===== src/rtl/core/cfb_pkg.sv =====
// ----------------------------------------------------------------------------
// cfb_pkg
// Shared types and constants of the Caesar frequency breaker.
// ----------------------------------------------------------------------------
package cfb_pkg;

	localparam int ACTION_W = 2;
	localparam int CODE_W = 8;
	localparam int LETTER_W = 5;
	localparam int NUM_LETTERS = 26;

	localparam logic [CODE_W-1:0] CODE_A = 8'd65;
	localparam logic [CODE_W-1:0] CODE_Z = 8'd90;
	localparam logic [LETTER_W-1:0] ASSUMED_RESET = 5'd19;

	typedef enum logic [ACTION_W-1:0] {
		ACT_COUNT  = 2'd0,
		ACT_DECODE = 2'd1,
		ACT_CLEAR  = 2'd2
	} action_t;

	typedef struct packed {
		logic                count_en;
		logic                clear_en;
		logic [LETTER_W-1:0] idx;
	} hist_cmd_t;

	function automatic logic is_upper(input logic [CODE_W-1:0] code);
		return (code >= CODE_A) && (code <= CODE_Z);
	endfunction

endpackage


===== src/rtl/core/cfb_item_if.sv =====
// ----------------------------------------------------------------------------
// cfb_item_if
// Input item channel: action and ciphertext character code.
// ----------------------------------------------------------------------------
interface cfb_item_if;
	import cfb_pkg::*;

	logic                valid;
	logic                ready;
	logic [ACTION_W-1:0] action;
	logic [CODE_W-1:0]   letter_code;

	modport source(output valid, action, letter_code, input ready);
	modport sink(input valid, action, letter_code, output ready);
endinterface


===== src/rtl/core/cfb_result_if.sv =====
// ----------------------------------------------------------------------------
// cfb_result_if
// Result channel: decoded character code and the rotation used.
// ----------------------------------------------------------------------------
interface cfb_result_if;
	import cfb_pkg::*;

	logic                valid;
	logic                ready;
	logic [CODE_W-1:0]   plain_code;
	logic [LETTER_W-1:0] key_shift;

	modport source(output valid, plain_code, key_shift, input ready);
	modport sink(input valid, plain_code, key_shift, output ready);
endinterface


===== src/rtl/core/cfb_cfg_if.sv =====
// ----------------------------------------------------------------------------
// cfb_cfg_if
// Configuration write channel for the assumed plaintext letter.
// ----------------------------------------------------------------------------
interface cfb_cfg_if;
	import cfb_pkg::*;

	logic                valid;
	logic                ready;
	logic [LETTER_W-1:0] data;

	modport source(output valid, data, input ready);
	modport sink(input valid, data, output ready);
endinterface


===== src/rtl/core/caesar_frequency_breaker_core.sv =====
// ----------------------------------------------------------------------------
// caesar_frequency_breaker_core
// A decode item passes the input stage register, then the output register, before its result shows.
// Throughput: one item per cycle while results are taken; the output register frees the input stage.
// Reset clears the histogram and top letter and sets the assumed letter to T.
// ----------------------------------------------------------------------------
module caesar_frequency_breaker_core #(
	parameter int COUNT_WIDTH = 16
) (
	input logic          clk,
	input logic          arst_n,
	cfb_cfg_if.sink      cfg,
	cfb_item_if.sink     items,
	cfb_result_if.source results
);
	import cfb_pkg::*;

	logic [LETTER_W-1:0] assumed_q;

	logic                valid_s1;
	logic [ACTION_W-1:0] action_s1;
	logic [CODE_W-1:0]   code_s1;

	logic                out_valid_q;
	logic [CODE_W-1:0]   plain_q;
	logic [LETTER_W-1:0] key_q;

	logic                out_free;
	logic                s1_free;
	logic                load_out;
	hist_cmd_t           hist_cmd;
	logic [LETTER_W-1:0] top_letter;
	logic [CODE_W-1:0]   dec_plain;
	logic [LETTER_W-1:0] dec_key;

	assign cfg.ready = 1'b1;

	always_ff @(posedge clk or negedge arst_n) begin
		if (!arst_n) begin
			assumed_q <= ASSUMED_RESET;
		end else if (cfg.valid) begin
			assumed_q <= cfg.data;
		end
	end

	always_comb begin
		out_free = !out_valid_q || results.ready;
		s1_free = (action_s1 != ACT_DECODE) || out_free;
		load_out = valid_s1 && (action_s1 == ACT_DECODE) && out_free;
		hist_cmd.count_en = valid_s1 && (action_s1 == ACT_COUNT) && is_upper(code_s1);
		hist_cmd.clear_en = valid_s1 && (action_s1 == ACT_CLEAR);
		hist_cmd.idx = LETTER_W'(code_s1 - CODE_A);
	end

	assign items.ready = !valid_s1 || s1_free;

	always_ff @(posedge clk or negedge arst_n) begin
		if (!arst_n) begin
			valid_s1 <= 1'b0;
		end else if (items.ready) begin
			valid_s1 <= items.valid;
		end
	end

	always_ff @(posedge clk) begin
		if (items.ready && items.valid) begin
			action_s1 <= items.action;
			code_s1 <= items.letter_code;
		end
	end

	cfb_histogram #(
		.COUNT_WIDTH(COUNT_WIDTH)
	) u_histogram (
		.clk       (clk),
		.arst_n    (arst_n),
		.cmd       (hist_cmd),
		.top_letter(top_letter)
	);

	cfb_decoder u_decoder (
		.top_letter    (top_letter),
		.assumed_letter(assumed_q),
		.letter_code   (code_s1),
		.plain_code    (dec_plain),
		.key_shift     (dec_key)
	);

	always_ff @(posedge clk or negedge arst_n) begin
		if (!arst_n) begin
			out_valid_q <= 1'b0;
		end else if (load_out) begin
			out_valid_q <= 1'b1;
		end else if (results.ready) begin
			out_valid_q <= 1'b0;
		end
	end

	always_ff @(posedge clk) begin
		if (load_out) begin
			plain_q <= dec_plain;
			key_q <= dec_key;
		end
	end

	assign results.valid = out_valid_q;
	assign results.plain_code = plain_q;
	assign results.key_shift = key_q;

endmodule


===== src/rtl/core/cfb_histogram.sv =====
// ----------------------------------------------------------------------------
// cfb_histogram
// Saturating letter counters with running most-frequent letter tracking.
// ----------------------------------------------------------------------------
module cfb_histogram #(
	parameter int COUNT_WIDTH = 16
) (
	input  logic                         clk,
	input  logic                         arst_n,
	input  cfb_pkg::hist_cmd_t           cmd,
	output logic [cfb_pkg::LETTER_W-1:0] top_letter
);
	import cfb_pkg::*;

	logic [COUNT_WIDTH-1:0] counts_q [NUM_LETTERS];
	logic [COUNT_WIDTH-1:0] top_count_q;
	logic [LETTER_W-1:0]    top_letter_q;

	logic [COUNT_WIDTH-1:0] cur_count;
	logic [COUNT_WIDTH-1:0] nxt_count;
	logic                   not_sat;
	logic                   take_top;

	always_comb begin
		cur_count = counts_q[cmd.idx];
		nxt_count = cur_count + COUNT_WIDTH'(1);
		not_sat = (cur_count != {COUNT_WIDTH{1'b1}});
		take_top = (nxt_count > top_count_q) ||
			((nxt_count == top_count_q) && (cmd.idx < top_letter_q));
	end

	always_ff @(posedge clk or negedge arst_n) begin
		if (!arst_n) begin
			for (int i = 0; i < NUM_LETTERS; i++) begin
				counts_q[i] <= '0;
			end
			top_count_q <= '0;
			top_letter_q <= '0;
		end else if (cmd.clear_en) begin
			for (int i = 0; i < NUM_LETTERS; i++) begin
				counts_q[i] <= '0;
			end
			top_count_q <= '0;
			top_letter_q <= '0;
		end else if (cmd.count_en && not_sat) begin
			counts_q[cmd.idx] <= nxt_count;
			if (take_top) begin
				top_count_q <= nxt_count;
				top_letter_q <= cmd.idx;
			end
		end
	end

	assign top_letter = top_letter_q;

endmodule


===== src/rtl/core/cfb_decoder.sv =====
// ----------------------------------------------------------------------------
// cfb_decoder
// Key derivation and mod-26 back rotation of one character.
// ----------------------------------------------------------------------------
module cfb_decoder (
	input  logic [cfb_pkg::LETTER_W-1:0] top_letter,
	input  logic [cfb_pkg::LETTER_W-1:0] assumed_letter,
	input  logic [cfb_pkg::CODE_W-1:0]   letter_code,
	output logic [cfb_pkg::CODE_W-1:0]   plain_code,
	output logic [cfb_pkg::LETTER_W-1:0] key_shift
);
	import cfb_pkg::*;

	localparam logic [LETTER_W:0] NUM_L = (LETTER_W + 1)'(NUM_LETTERS);

	logic [LETTER_W-1:0] assumed_mod;
	logic [LETTER_W:0]   diff;
	logic [LETTER_W-1:0] key;
	logic [LETTER_W-1:0] idx;
	logic [LETTER_W:0]   rot_sum;
	logic [LETTER_W-1:0] rot;

	always_comb begin
		assumed_mod = (assumed_letter >= LETTER_W'(NUM_LETTERS)) ?
			assumed_letter - LETTER_W'(NUM_LETTERS) : assumed_letter;
		diff = {1'b0, top_letter} + NUM_L - {1'b0, assumed_mod};
		key = (diff >= NUM_L) ? LETTER_W'(diff - NUM_L) : LETTER_W'(diff);
		idx = LETTER_W'(letter_code - CODE_A);
		rot_sum = {1'b0, idx} + NUM_L - {1'b0, key};
		rot = (rot_sum >= NUM_L) ? LETTER_W'(rot_sum - NUM_L) : LETTER_W'(rot_sum);
		plain_code = is_upper(letter_code) ? CODE_A + CODE_W'(rot) : letter_code;
		key_shift = key;
	end

endmodule


===== src/flat_wrapper.sv =====
// flat-port wrapper written by rule: the top's interface ports become plain ports
module caesar_frequency_breaker_core_flat import cfb_pkg::*;
#(
	parameter int COUNT_WIDTH = 16
)
  (clk, arst_n, cfg_valid, cfg_data, cfg_ready, items_valid, items_action, items_letter_code, items_ready, results_valid, results_plain_code, results_key_shift, results_ready);
  cfb_cfg_if cfg_i ();
  cfb_item_if items_i ();
  cfb_result_if results_i ();
  input logic clk;
  input logic arst_n;
  input wire logic [$bits(cfg_i.valid)-1:0] cfg_valid;
  input wire logic [$bits(cfg_i.data)-1:0] cfg_data;
  output wire logic [$bits(cfg_i.ready)-1:0] cfg_ready;
  input wire logic [$bits(items_i.valid)-1:0] items_valid;
  input wire logic [$bits(items_i.action)-1:0] items_action;
  input wire logic [$bits(items_i.letter_code)-1:0] items_letter_code;
  output wire logic [$bits(items_i.ready)-1:0] items_ready;
  output wire logic [$bits(results_i.valid)-1:0] results_valid;
  output wire logic [$bits(results_i.plain_code)-1:0] results_plain_code;
  output wire logic [$bits(results_i.key_shift)-1:0] results_key_shift;
  input wire logic [$bits(results_i.ready)-1:0] results_ready;
  assign cfg_i.valid = cfg_valid;
  assign cfg_i.data = cfg_data;
  assign cfg_ready = cfg_i.ready;
  assign items_i.valid = items_valid;
  assign items_i.action = items_action;
  assign items_i.letter_code = items_letter_code;
  assign items_ready = items_i.ready;
  assign results_valid = results_i.valid;
  assign results_plain_code = results_i.plain_code;
  assign results_key_shift = results_i.key_shift;
  assign results_i.ready = results_ready;
  caesar_frequency_breaker_core #(.COUNT_WIDTH(COUNT_WIDTH)) u_core (.clk(clk), .arst_n(arst_n), .cfg(cfg_i), .items(items_i), .results(results_i));
endmodule

===== config.mk =====
export PLATFORM = sky130hd
export DESIGN_NAME = caesar_frequency_breaker_core_flat
export DESIGN_NICKNAME = d
export VERILOG_FILES = /design/src/rtl/core/cfb_pkg.sv /design/src/rtl/core/cfb_item_if.sv /design/src/rtl/core/cfb_result_if.sv /design/src/rtl/core/cfb_cfg_if.sv /design/src/rtl/core/caesar_frequency_breaker_core.sv /design/src/rtl/core/cfb_histogram.sv /design/src/rtl/core/cfb_decoder.sv /design/src/flat_wrapper.sv
export SDC_FILE = /design/constraint.sdc
export NUM_CORES = 1
export LEC_CHECK = 0
export ABC_AREA = 1
export BUFFER_PORTS_ARGS = -buffer_cell sky130_fd_sc_hd__buf_4
export CORE_MARGIN = 4
export CORE_UTILIZATION = 50
export DETAILED_ROUTE_END_ITERATION = 16
export PLACE_DENSITY = 0.72
export SLEW_MARGIN = 20
export SYNTH_ARGS = -nofsm -noshare
export SYNTH_HDL_FRONTEND = slang
export SYNTH_SLANG_ARGS = --single-unit

===== constraint.sdc =====
create_clock -name clk -period 13.1 [get_ports clk]
set_input_delay 0.655 -clock clk [delete_from_list [all_inputs] [get_ports clk]]
set_output_delay 0.655 -clock clk [all_outputs]
set_load 0.05 [all_outputs]

==> results of run 1 <==
## per-layer routing
metal  global-route usage  vias to the layer above
li1                     -                    10301
met1                0.355                    10644
met2                0.420                      929
met3               0.0445                      146
met4                0.104                        0
met5                    0                        -
## path summary, 6_finish.rpt
path / startpoint / end / slack, ps / depth (start not counted)
worst min-delay path: arst_n / u_core.u_histogram.counts_q[196] / 10 / 1
worst max register to register: u_core.code_s1[0] / u_core.u_histogram.top_count_q[6] / 5820 / 25
min in group clk: items_letter_code[4] / u_core.code_s1[4] / 230 / 1
worst max-delay path: u_core.code_s1[0] / u_core.u_histogram.top_count_q[6] / 5820 / 25
max in group asynchronous: arst_n / u_core.u_histogram.counts_q[116] / 10610 / 4
worst min register to register: u_core.code_s1[6] / u_core.results.plain_code[6] / 450 / 0
## flip-flops by register name (all words and copies together) (netlist names)
register / count
u_core.results.plain_code: 8
u_core.u_histogram.top_count_q: 16
u_core.results.valid: 1
u_core.u_histogram.top_letter: 5
u_core.action_s1: 2
u_core.code_s1: 8
u_core.valid_s1: 1
u_core.assumed_q: 5
u_core.results.key_shift: 5
u_core.u_histogram.counts_q: 416
## metrics by stage
stage,instances,utilization,total power [W],cell area [sq um],hold WS [ps]
2_1_floorplan,3214,-,0.00211,24900,359
3_3_place_gp,3700,0.508,0.00233,24900,436
3_5_place_dp,3700,0.508,0.00236,24900,448
4_1_cts,3789,0.544,0.00389,26700,202
5_1_grt,3790,0.545,0.00406,26700,66.8
6_report,3790,0.545,0.00388,26700,9.86
## worst max-delay path, cell delays in order, from the launching register on
cell	delay, ps
sky130_fd_sc_hd__edfxtp_1	490
sky130_fd_sc_hd__inv_6	750
sky130_fd_sc_hd__ha_4	720
sky130_fd_sc_hd__clkinv_2	710
sky130_fd_sc_hd__buf_4	630
sky130_fd_sc_hd__nand3_1	210
sky130_fd_sc_hd__nand3_1	140
sky130_fd_sc_hd__nand3_1	240
sky130_fd_sc_hd__nand2_1	110
sky130_fd_sc_hd__clkinv_1	50
sky130_fd_sc_hd__nand2_1	120
sky130_fd_sc_hd__nor2_1	200
sky130_fd_sc_hd__nand2_1	90
sky130_fd_sc_hd__nor2_2	220
sky130_fd_sc_hd__nand3b_1	100
sky130_fd_sc_hd__nand2_1	150
sky130_fd_sc_hd__inv_1	70
sky130_fd_sc_hd__ha_1	300
sky130_fd_sc_hd__nand4_1	140
sky130_fd_sc_hd__nor4_1	380
sky130_fd_sc_hd__nand3b_1	130
sky130_fd_sc_hd__nand2_1	100
sky130_fd_sc_hd__nand3_2	340
sky130_fd_sc_hd__inv_1	500
sky130_fd_sc_hd__nand3_1	130
sky130_fd_sc_hd__nand2_1	90
## final cells by class
type / count / area [sq um]
Timing Repair Buffer: 53 / 463
Clock inverter: 24 / 375
Multi-Input combinational cell: 2356 / 11300
Sequential cell: 467 / 11800
Fill cell: 4580 / 22300
Tap cell: 664 / 831
Clock buffer: 65 / 1390
Inverter: 161 / 611
## logic make-up after synthesis
kind of cell,Yosys count
AND/OR/NAND/NOR,1943
other,1
flip-flops,467
buffers and inverters,391
AO/OA/AOI/OAI,342
adder cells (fa/ha/maj),50
multiplexers,2
XOR/XNOR,18
## where the power goes
part	leakage (nW)	total (W)	switching (W)	internal, W
sequential	6.39	0.00149	0.0000109	0.00148
combinational	5.68	0.000866	0.000617	0.000248
clock	0.860	0.00153	0.000603	0.000926
## cells in the mapped netlist, types with 2 or more instances
library cell	instances
sky130_fd_sc_hd__nor2_1	79
sky130_fd_sc_hd__nor2_4	6
sky130_fd_sc_hd__xor2_1	11
sky130_fd_sc_hd__fa_1	2
sky130_fd_sc_hd__nand2_1	1105
sky130_fd_sc_hd__inv_2	4
sky130_fd_sc_hd__nand3_2	8
sky130_fd_sc_hd__nand4_1	5
sky130_fd_sc_hd__nand3_1	703
sky130_fd_sc_hd__buf_4	27
sky130_fd_sc_hd__o21ai_1	217
sky130_fd_sc_hd__nor2_2	3
sky130_fd_sc_hd__clkbuf_1	56
sky130_fd_sc_hd__a21oi_1	20
sky130_fd_sc_hd__o21ai_0	94
sky130_fd_sc_hd__nor3_1	5
sky130_fd_sc_hd__ha_1	48
sky130_fd_sc_hd__nand3b_1	3
sky130_fd_sc_hd__nand3_4	20
sky130_fd_sc_hd__clkinv_1	3
sky130_fd_sc_hd__inv_1	154
sky130_fd_sc_hd__buf_1	49
sky130_fd_sc_hd__buf_6	26
sky130_fd_sc_hd__edfxtp_1	23
sky130_fd_sc_hd__nor4_1	3
sky130_fd_sc_hd__xnor2_1	5
sky130_fd_sc_hd__dfstp_2	3
sky130_fd_sc_hd__buf_2	71
sky130_fd_sc_hd__o21bai_1	3
sky130_fd_sc_hd__dfrtp_1	441
==> metrics.log, run 1 <==
[metrics] run status: complete, no violations
[metrics] nets@finish: 3159
[metrics] share of synthesized cell area in and, or, nand and nor gates: 0.346
[metrics] CTS Hold Buffers Added: 0
[metrics] RSZ-0062 raised after global routing: no
[metrics] largest cells by area after synthesis: sky130_fd_sc_hd__dfrtp_1, sky130_fd_sc_hd__nand2_1, sky130_fd_sc_hd__nand3_1
[metrics] worst slack, placed: 5930 ps
[metrics] starting density of the core: 0.507
[metrics] Overall Global Routing Usage: 0.261
[metrics] transition time at the pin with the least slew margin: 1230 ps
[metrics] Die Span X: 231 microns
[metrics] Pleak: 12.9 nW
[metrics] leading cell type in the layout, fill and taps excluded: sky130_fd_sc_hd__nand2_1
[metrics] routed metal-1 wirelength: 29.4 mm
[metrics] antenna-violating nets left: 0
[metrics] routed vias: 22020
[metrics] total number of yosys warnings: 0
[metrics] number of distinct library cells after synthesis: 47
[metrics] initial antenna violation count: 0
[metrics] launching element type of the critical path: flip-flop
[metrics] adder and majority gate portion of the synthesized area: 0.0258
[metrics] violation count after the first detailed-routing iteration: 2476
[metrics] count of final setup violators: 0
[metrics] Clock Tree Root: sky130_fd_sc_hd__clkbuf_16
[metrics] maximum number of pins on one net before global-route repair: 214
[metrics] WL/cell: 18.5 microns
[metrics] Hold/Removal Path Class: in2async
[metrics] count of antenna diodes in the layout: 0
[metrics] commonest cells after routing, fill and taps aside: sky130_fd_sc_hd__nand2_1, sky130_fd_sc_hd__nand3_1, sky130_fd_sc_hd__dfrtp_1
[metrics] library cell occupying the most area in the post-synthesis netlist: sky130_fd_sc_hd__dfrtp_1
[metrics] H-tree levels: 2
[metrics] Clock Skew: 23.6 ps
[metrics] syn nets: 3284
[metrics] per-instance average area after synthesis: 7.74 sq um
[metrics] # port buffers: 34
[metrics] proportion of netlist area held by the largest area contributor: 0.444
[metrics] cells after synthesis: 3214
[metrics] Die ar.: 53400 sq um
[metrics] Max Fanout on Critical Path: 121
[metrics] estimated wirelength of the detail-placed design: 41.4 mm
[metrics] height of the chip: 231 microns
[metrics] post-synthesis cell area: 24900 sq um
[metrics] signal arrival time at the worst endpoint: 7790 ps
[metrics] via count of the first global-routing pass: 21134
[metrics] RD Place Congestion: 0.927
[metrics] clock slew seen by the registers of the worst setup and hold paths: 60 ps
[metrics] Max clock buf depth: 3
[metrics] dominant combinational cell family by area after synthesis: simple AND/OR/NAND/NOR gates
[metrics] post-detailed-route DRC marker count: 0
[metrics] number of synthesized register bits: 467
[metrics] number of max-cap violations: 0
[metrics] number of standard-cell rows in the floorplan: 81
[metrics] core region area: 49100 sq um
[metrics] predominant post-synthesis flop cell: sky130_fd_sc_hd__dfrtp_1
[metrics] FMAX: 0.137 GHz
[metrics] final max-slew violation count: 0
[metrics] required time at the worst-slack endpoint: 13620 ps
[metrics] via density per instance: 5.81
[metrics] final hold violation count: 0
[metrics] worst setup path class: reg2reg
[metrics] proportion of synthesized area in mux cells: 0.000855
[metrics] layout overhead on the synthesized area: 7.51%
[metrics] final worst slack: 5820 ps
[metrics] number of synthesized flops with an enable pin: 23
[metrics] leftover overflow at the end of global routing: 0
[metrics] share of synthesized registers carrying an async set or reset: 0.951
[metrics] clock tree from TritonCTS: done
[metrics] overall routed net length: 70.2 mm
[metrics] post-CTS repair timing setup buffer count: 0
[metrics] worst-skew pair later-pin latency: 600 ps
[metrics] number of iterations in the first detailed-routing pass: 6
[metrics] worst vdd rail ir drop: 0.0973 mV
[metrics] wire length of the first global-routing pass: 113 mm
[metrics] share of cells above drive strength 1: 0.0611
[metrics] clock period minus final worst setup slack: 7280 ps
[metrics] worst-case headroom to the max-slew limit: 0.180
[metrics] IO Count: 36
[metrics] XOR/XNOR Fraction of Synth Area: 0.00694
[metrics] clock sink total: 467
[metrics] share of the clock period used by the worst path: 0.555
[metrics] count of instances resized after the clock tree is built: 0
[metrics] uppermost metal layer occupied by signal nets: met4
[metrics] Critical Path End Type: flip-flop
[metrics] Num CTS Buffers: 50
[metrics] fraction of the mapped netlist area in compound gates: 0.0703
[metrics] total length of routed met3 wires: 5.66 mm
[metrics] Pwr per Cell Area: 145 nW/um^2
[metrics] detailed-routed wire length on met2: 32.5 mm
[metrics] Fin Setup TNS: 0 ps
[metrics] sequential area share after synthesis: 0.475
Note: power is estimated with default switching activity, not from simulation.
==> run 2, diff against run 1 <==
--- a/config.mk
+++ b/config.mk
@@ -5,12 +5,12 @@
 export SDC_FILE = /design/constraint.sdc
 export NUM_CORES = 1
 export LEC_CHECK = 0
-export ABC_AREA = 1
+export ABC_AREA = 0
 export BUFFER_PORTS_ARGS = -buffer_cell sky130_fd_sc_hd__buf_4
 export CORE_MARGIN = 4
 export CORE_UTILIZATION = 50
 export DETAILED_ROUTE_END_ITERATION = 16
-export PLACE_DENSITY = 0.72
+export PLACE_DENSITY = 0.74
 export SLEW_MARGIN = 20
 export SYNTH_ARGS = -nofsm -noshare
 export SYNTH_HDL_FRONTEND = slang
==> constraint.sdc (replaced) <==
create_clock -name clk -period 6 [get_ports clk]
set_input_delay 0.3 -clock clk [delete_from_list [all_inputs] [get_ports clk]]
set_output_delay 0.3 -clock clk [all_outputs]
set_load 0.05 [all_outputs]
==> metrics.log, run 2 <==
[metrics] number of iterations in the first detailed-routing pass: 5
[metrics] Pleak: 11.3 nW
[metrics] total of fill cells in the finished design: 4171
[metrics] Largest stage delay, worst path: 530 ps
[metrics] final hold violation count: 0
[metrics] layout overhead on the synthesized area: 11.9%
[metrics] dominant cell by count in the synthesized netlist: sky130_fd_sc_hd__dfrtp_1
[metrics] run status: complete, no violations
[metrics] leftover overflow at the end of global routing: 0
[metrics] FMAX: 0.171 GHz
[metrics] Die ar.: 54200 sq um
[metrics] post-route design area: 28300 sq um
[metrics] largest cells by area after synthesis: sky130_fd_sc_hd__dfrtp_1, sky130_fd_sc_hd__mux4_2, sky130_fd_sc_hd__a211oi_1
[metrics] per-instance average area after synthesis: 10.9 sq um
[metrics] source of the critical timing path: u_core.code_s1[0]
[metrics] estimated wirelength of the detail-placed design: 49.8 mm
[metrics] clock slew seen by the registers of the worst setup and hold paths: 70 ps
[metrics] worst-case headroom to the max-slew limit: 0.200
[metrics] worst reg2reg startpoint: u_core.code_s1[0]
[metrics] met1 routing resource usage after global routing: 0.402
[metrics] Max clock buf depth: 3
[metrics] area occupied by multi-input gates: 12100 sq um
[metrics] number of distinct library cells after synthesis: 88
[metrics] most instantiated cells after synthesis: sky130_fd_sc_hd__dfrtp_1, sky130_fd_sc_hd__a21oi_1, sky130_fd_sc_hd__a211oi_1, sky130_fd_sc_hd__clkbuf_1, sky130_fd_sc_hd__o21ai_0
[metrics] cells after synthesis: 2322
[metrics] share of the clock period used by the worst path: 0.975
[metrics] Num CTS Buffers: 50
[metrics] commonest cells after routing, fill and taps aside: sky130_fd_sc_hd__dfrtp_1, sky130_fd_sc_hd__a21oi_1, sky130_fd_sc_hd__a211oi_1
[metrics] clock tree from TritonCTS: done
[metrics] initial antenna violation count: 1
[metrics] library cell occupying the most area in the post-synthesis netlist: sky130_fd_sc_hd__dfrtp_1
[metrics] most numerous cell on the critical path: sky130_fd_sc_hd__a21o_1
[metrics] IO Count: 36
[metrics] Overall Global Routing Usage: 0.297
[metrics] cell with the largest stage delay on the worst path: sky130_fd_sc_hd__or4_1
[metrics] sequential area share after synthesis: 0.467
[metrics] final max-slew violation count: 0
[metrics] Clock Skew: 21.2 ps
[metrics] total area of sequential cells: 11800 sq um
[metrics] share of synthesized registers carrying an async set or reset: 0.951
[metrics] max FFs per register: 416
[metrics] post-synthesis cell area: 25300 sq um
[metrics] number of max-cap violations: 0
[metrics] transition time at the pin with the least slew margin: 1200 ps
[metrics] worst vdd rail ir drop: 0.330 mV
[metrics] clock period minus final worst setup slack: 5850 ps
[metrics] number of synthesized register bits: 467
[metrics] routed vias: 20457
[metrics] number of standard-cell rows in the floorplan: 82
[metrics] violation count after the first detailed-routing iteration: 2915
[metrics] proportion of netlist area held by the largest area contributor: 0.437
[metrics] Die Span X: 233 microns
[metrics] antenna-violating nets left: 0
[metrics] height of the chip: 233 microns
[metrics] cells along the critical path: inv_12 > ha_2 > xnor2_2 > inv_1 > mux4_2 > o21ai_0 > nand4_1 > or4_1 > or4_4 > or3_4 > xnor2_4 > inv_2 > ha_4 > a21o_1 > a21oi_1 > o21ai_1 > a2111oi_4 > a21o_1 > nor2_4 > buf_4 > a211oi_1
[metrics] area post-placement: 26200 sq um
[metrics] Pwr per Cell Area: 306 nW/um^2
[metrics] nets@finish: 2348
[metrics] core region area: 50100 sq um
[metrics] register with the most flip-flops: u_core.u_histogram.counts_q
[metrics] syn nets: 2392
[metrics] maximum number of pins on one net before global-route repair: 197
[metrics] Critical Path End Type: flip-flop
[metrics] overall routed net length: 81.8 mm
[metrics] grt met3 use: 0.0702
[metrics] Top Usage Layer GRT: met2
[metrics] wire length of the first global-routing pass: 125 mm
[metrics] via density per instance: 6.84
[metrics] total number of yosys warnings: 0
[metrics] worst setup path class: reg2reg
[metrics] post-detailed-route DRC marker count: 0
[metrics] # port buffers: 34
[metrics] worst-skew pair later-pin latency: 610 ps
[metrics] starting density of the core: 0.505
[metrics] via count of the first global-routing pass: 20155
[metrics] RD Place Congestion: 1.02
[metrics] RSZ-0062 raised after global routing: yes
[metrics] WL/cell: 27.4 microns
[metrics] launching element type of the critical path: flip-flop
[metrics] count of final setup violators: 0
[metrics] signal arrival time at the worst endpoint: 6360 ps
[metrics] clock sink total: 467
[metrics] Clock Tree Root: sky130_fd_sc_hd__clkbuf_16
[metrics] H-tree levels: 2
[metrics] Fin Setup TNS: 0 ps
[metrics] Hold/Removal Path Class: in2async
[metrics] number of synthesized flops with an enable pin: 23
[metrics] required time at the worst-slack endpoint: 6510 ps
[metrics] leading cell type in the layout, fill and taps excluded: sky130_fd_sc_hd__dfrtp_1
[metrics] Max Fanout on Critical Path: 8
[metrics] largest registers: u_core.u_histogram.counts_q x416, u_core.u_histogram.top_count_q x16
[metrics] global routing usage on met2: 0.455
[metrics] share of cells above drive strength 1: 0.212
[metrics] predominant post-synthesis flop cell: sky130_fd_sc_hd__dfrtp_1
-- run 2: changes by cell type in the layout (fill, tap and decap cells not counted), moves of 82 or more --
cell,before,now
sky130_fd_sc_hd__mux4_2,0,82
sky130_fd_sc_hd__a21oi_1,20,295
sky130_fd_sc_hd__nand2_1,1101,34
sky130_fd_sc_hd__mux2i_1,1,98
sky130_fd_sc_hd__buf_4,48,135
sky130_fd_sc_hd__inv_1,154,62
sky130_fd_sc_hd__nand3_1,702,46
sky130_fd_sc_hd__o21ai_1,217,9
sky130_fd_sc_hd__a211oi_1,1,196
sky130_fd_sc_hd__a31oi_1,1,87
-- run 2: power breakdown --
| part | total [W] | switching, W | internal, W |
|---|---|---|---|
| sequential | 0.00325 | 0.0000283 | 0.00323 |
| combinational | 0.00219 | 0.00136 | 0.000836 |
| clock | 0.00320 | 0.00132 | 0.00189 |
-- run 2: per-stage QoR --
step	hold slack (ps)	util	setup slack, ps	std cells	power (W)
2_1_floorplan	4.41	-	-130	2322	0.00466
3_3_place_gp	445	0.524	290	2876	0.00514
3_5_place_dp	457	0.524	59.2	2876	0.00523
4_1_cts	391	0.562	23.1	2985	0.00844
5_1_grt	409	0.565	-58.8	2988	0.00896
6_report	332	0.565	152	2989	0.00865
-- run 2: metal layers --
layer,vias up,wire length (microns)
met5,-,0
met4,0,4690
met3,249,8320
met2,1225,37300
met1,10347,31500
li1,8636,-
-- run 2: path summary, 6_finish.rpt --
check / slack, ps / cells past startpoint / endpoint
max: 150 / 21 / u_core.u_histogram.top_letter[4]
max reg2reg: 150 / 21 / u_core.u_histogram.top_letter[4]
min: 330 / 2 / u_core.u_histogram.counts_q[383]
max in group asynchronous: 4020 / 3 / u_core.u_histogram.counts_q[267]
min in group clk: 420 / 2 / u_core.code_s1[4]
min reg2reg: 470 / 0 / u_core.results.plain_code[6]
-- run 2: worst max-delay path: cells and delay by family, from the launching register on --
kind	cells	cell delay [ps]
simple gates	5	1760
buf+inv	4	710
flops	1	520
xor+xnor	2	300
mux	1	390
compound gates	7	1540
fa+ha+maj	2	500
-- run 2: what timing repair did --
action	in CTS	in global routing
hold endpoints to repair	133	0
hold buffers	19	0
resized for setup	0	17
setup buffers	0	1
endpoints found under the setup margin	0	26
-- run 2: layout make-up --
| type | instances | area share |
|---|---|---|
| clock inverter | 17 | 0.00765 |
| multi-input combinational | 1514 | 0.427 |
| sequential | 467 | 0.417 |
| tap | 672 | 0.0297 |
| antenna | 1 | 0.0000885 |
| timing repair buffer | 173 | 0.0561 |
| inverter | 72 | 0.0100 |
| clock buffer | 73 | 0.0523 |
-- run 2: kinds of logic (layout without fill, tap and decap cells) --
kind of cell	after synthesis	count (layout)	synth area share
adders and majority gates	50	50	0.0253
other	1	2	0.000148
AOI/OAI and AO/OA	853	853	0.218
muxes	197	197	0.125
buffers and inverters	341	335	0.0725
xor gates and xnor gates	31	31	0.0136
and+or+nand+nor	382	382	0.0787
DFF	467	467	0.467
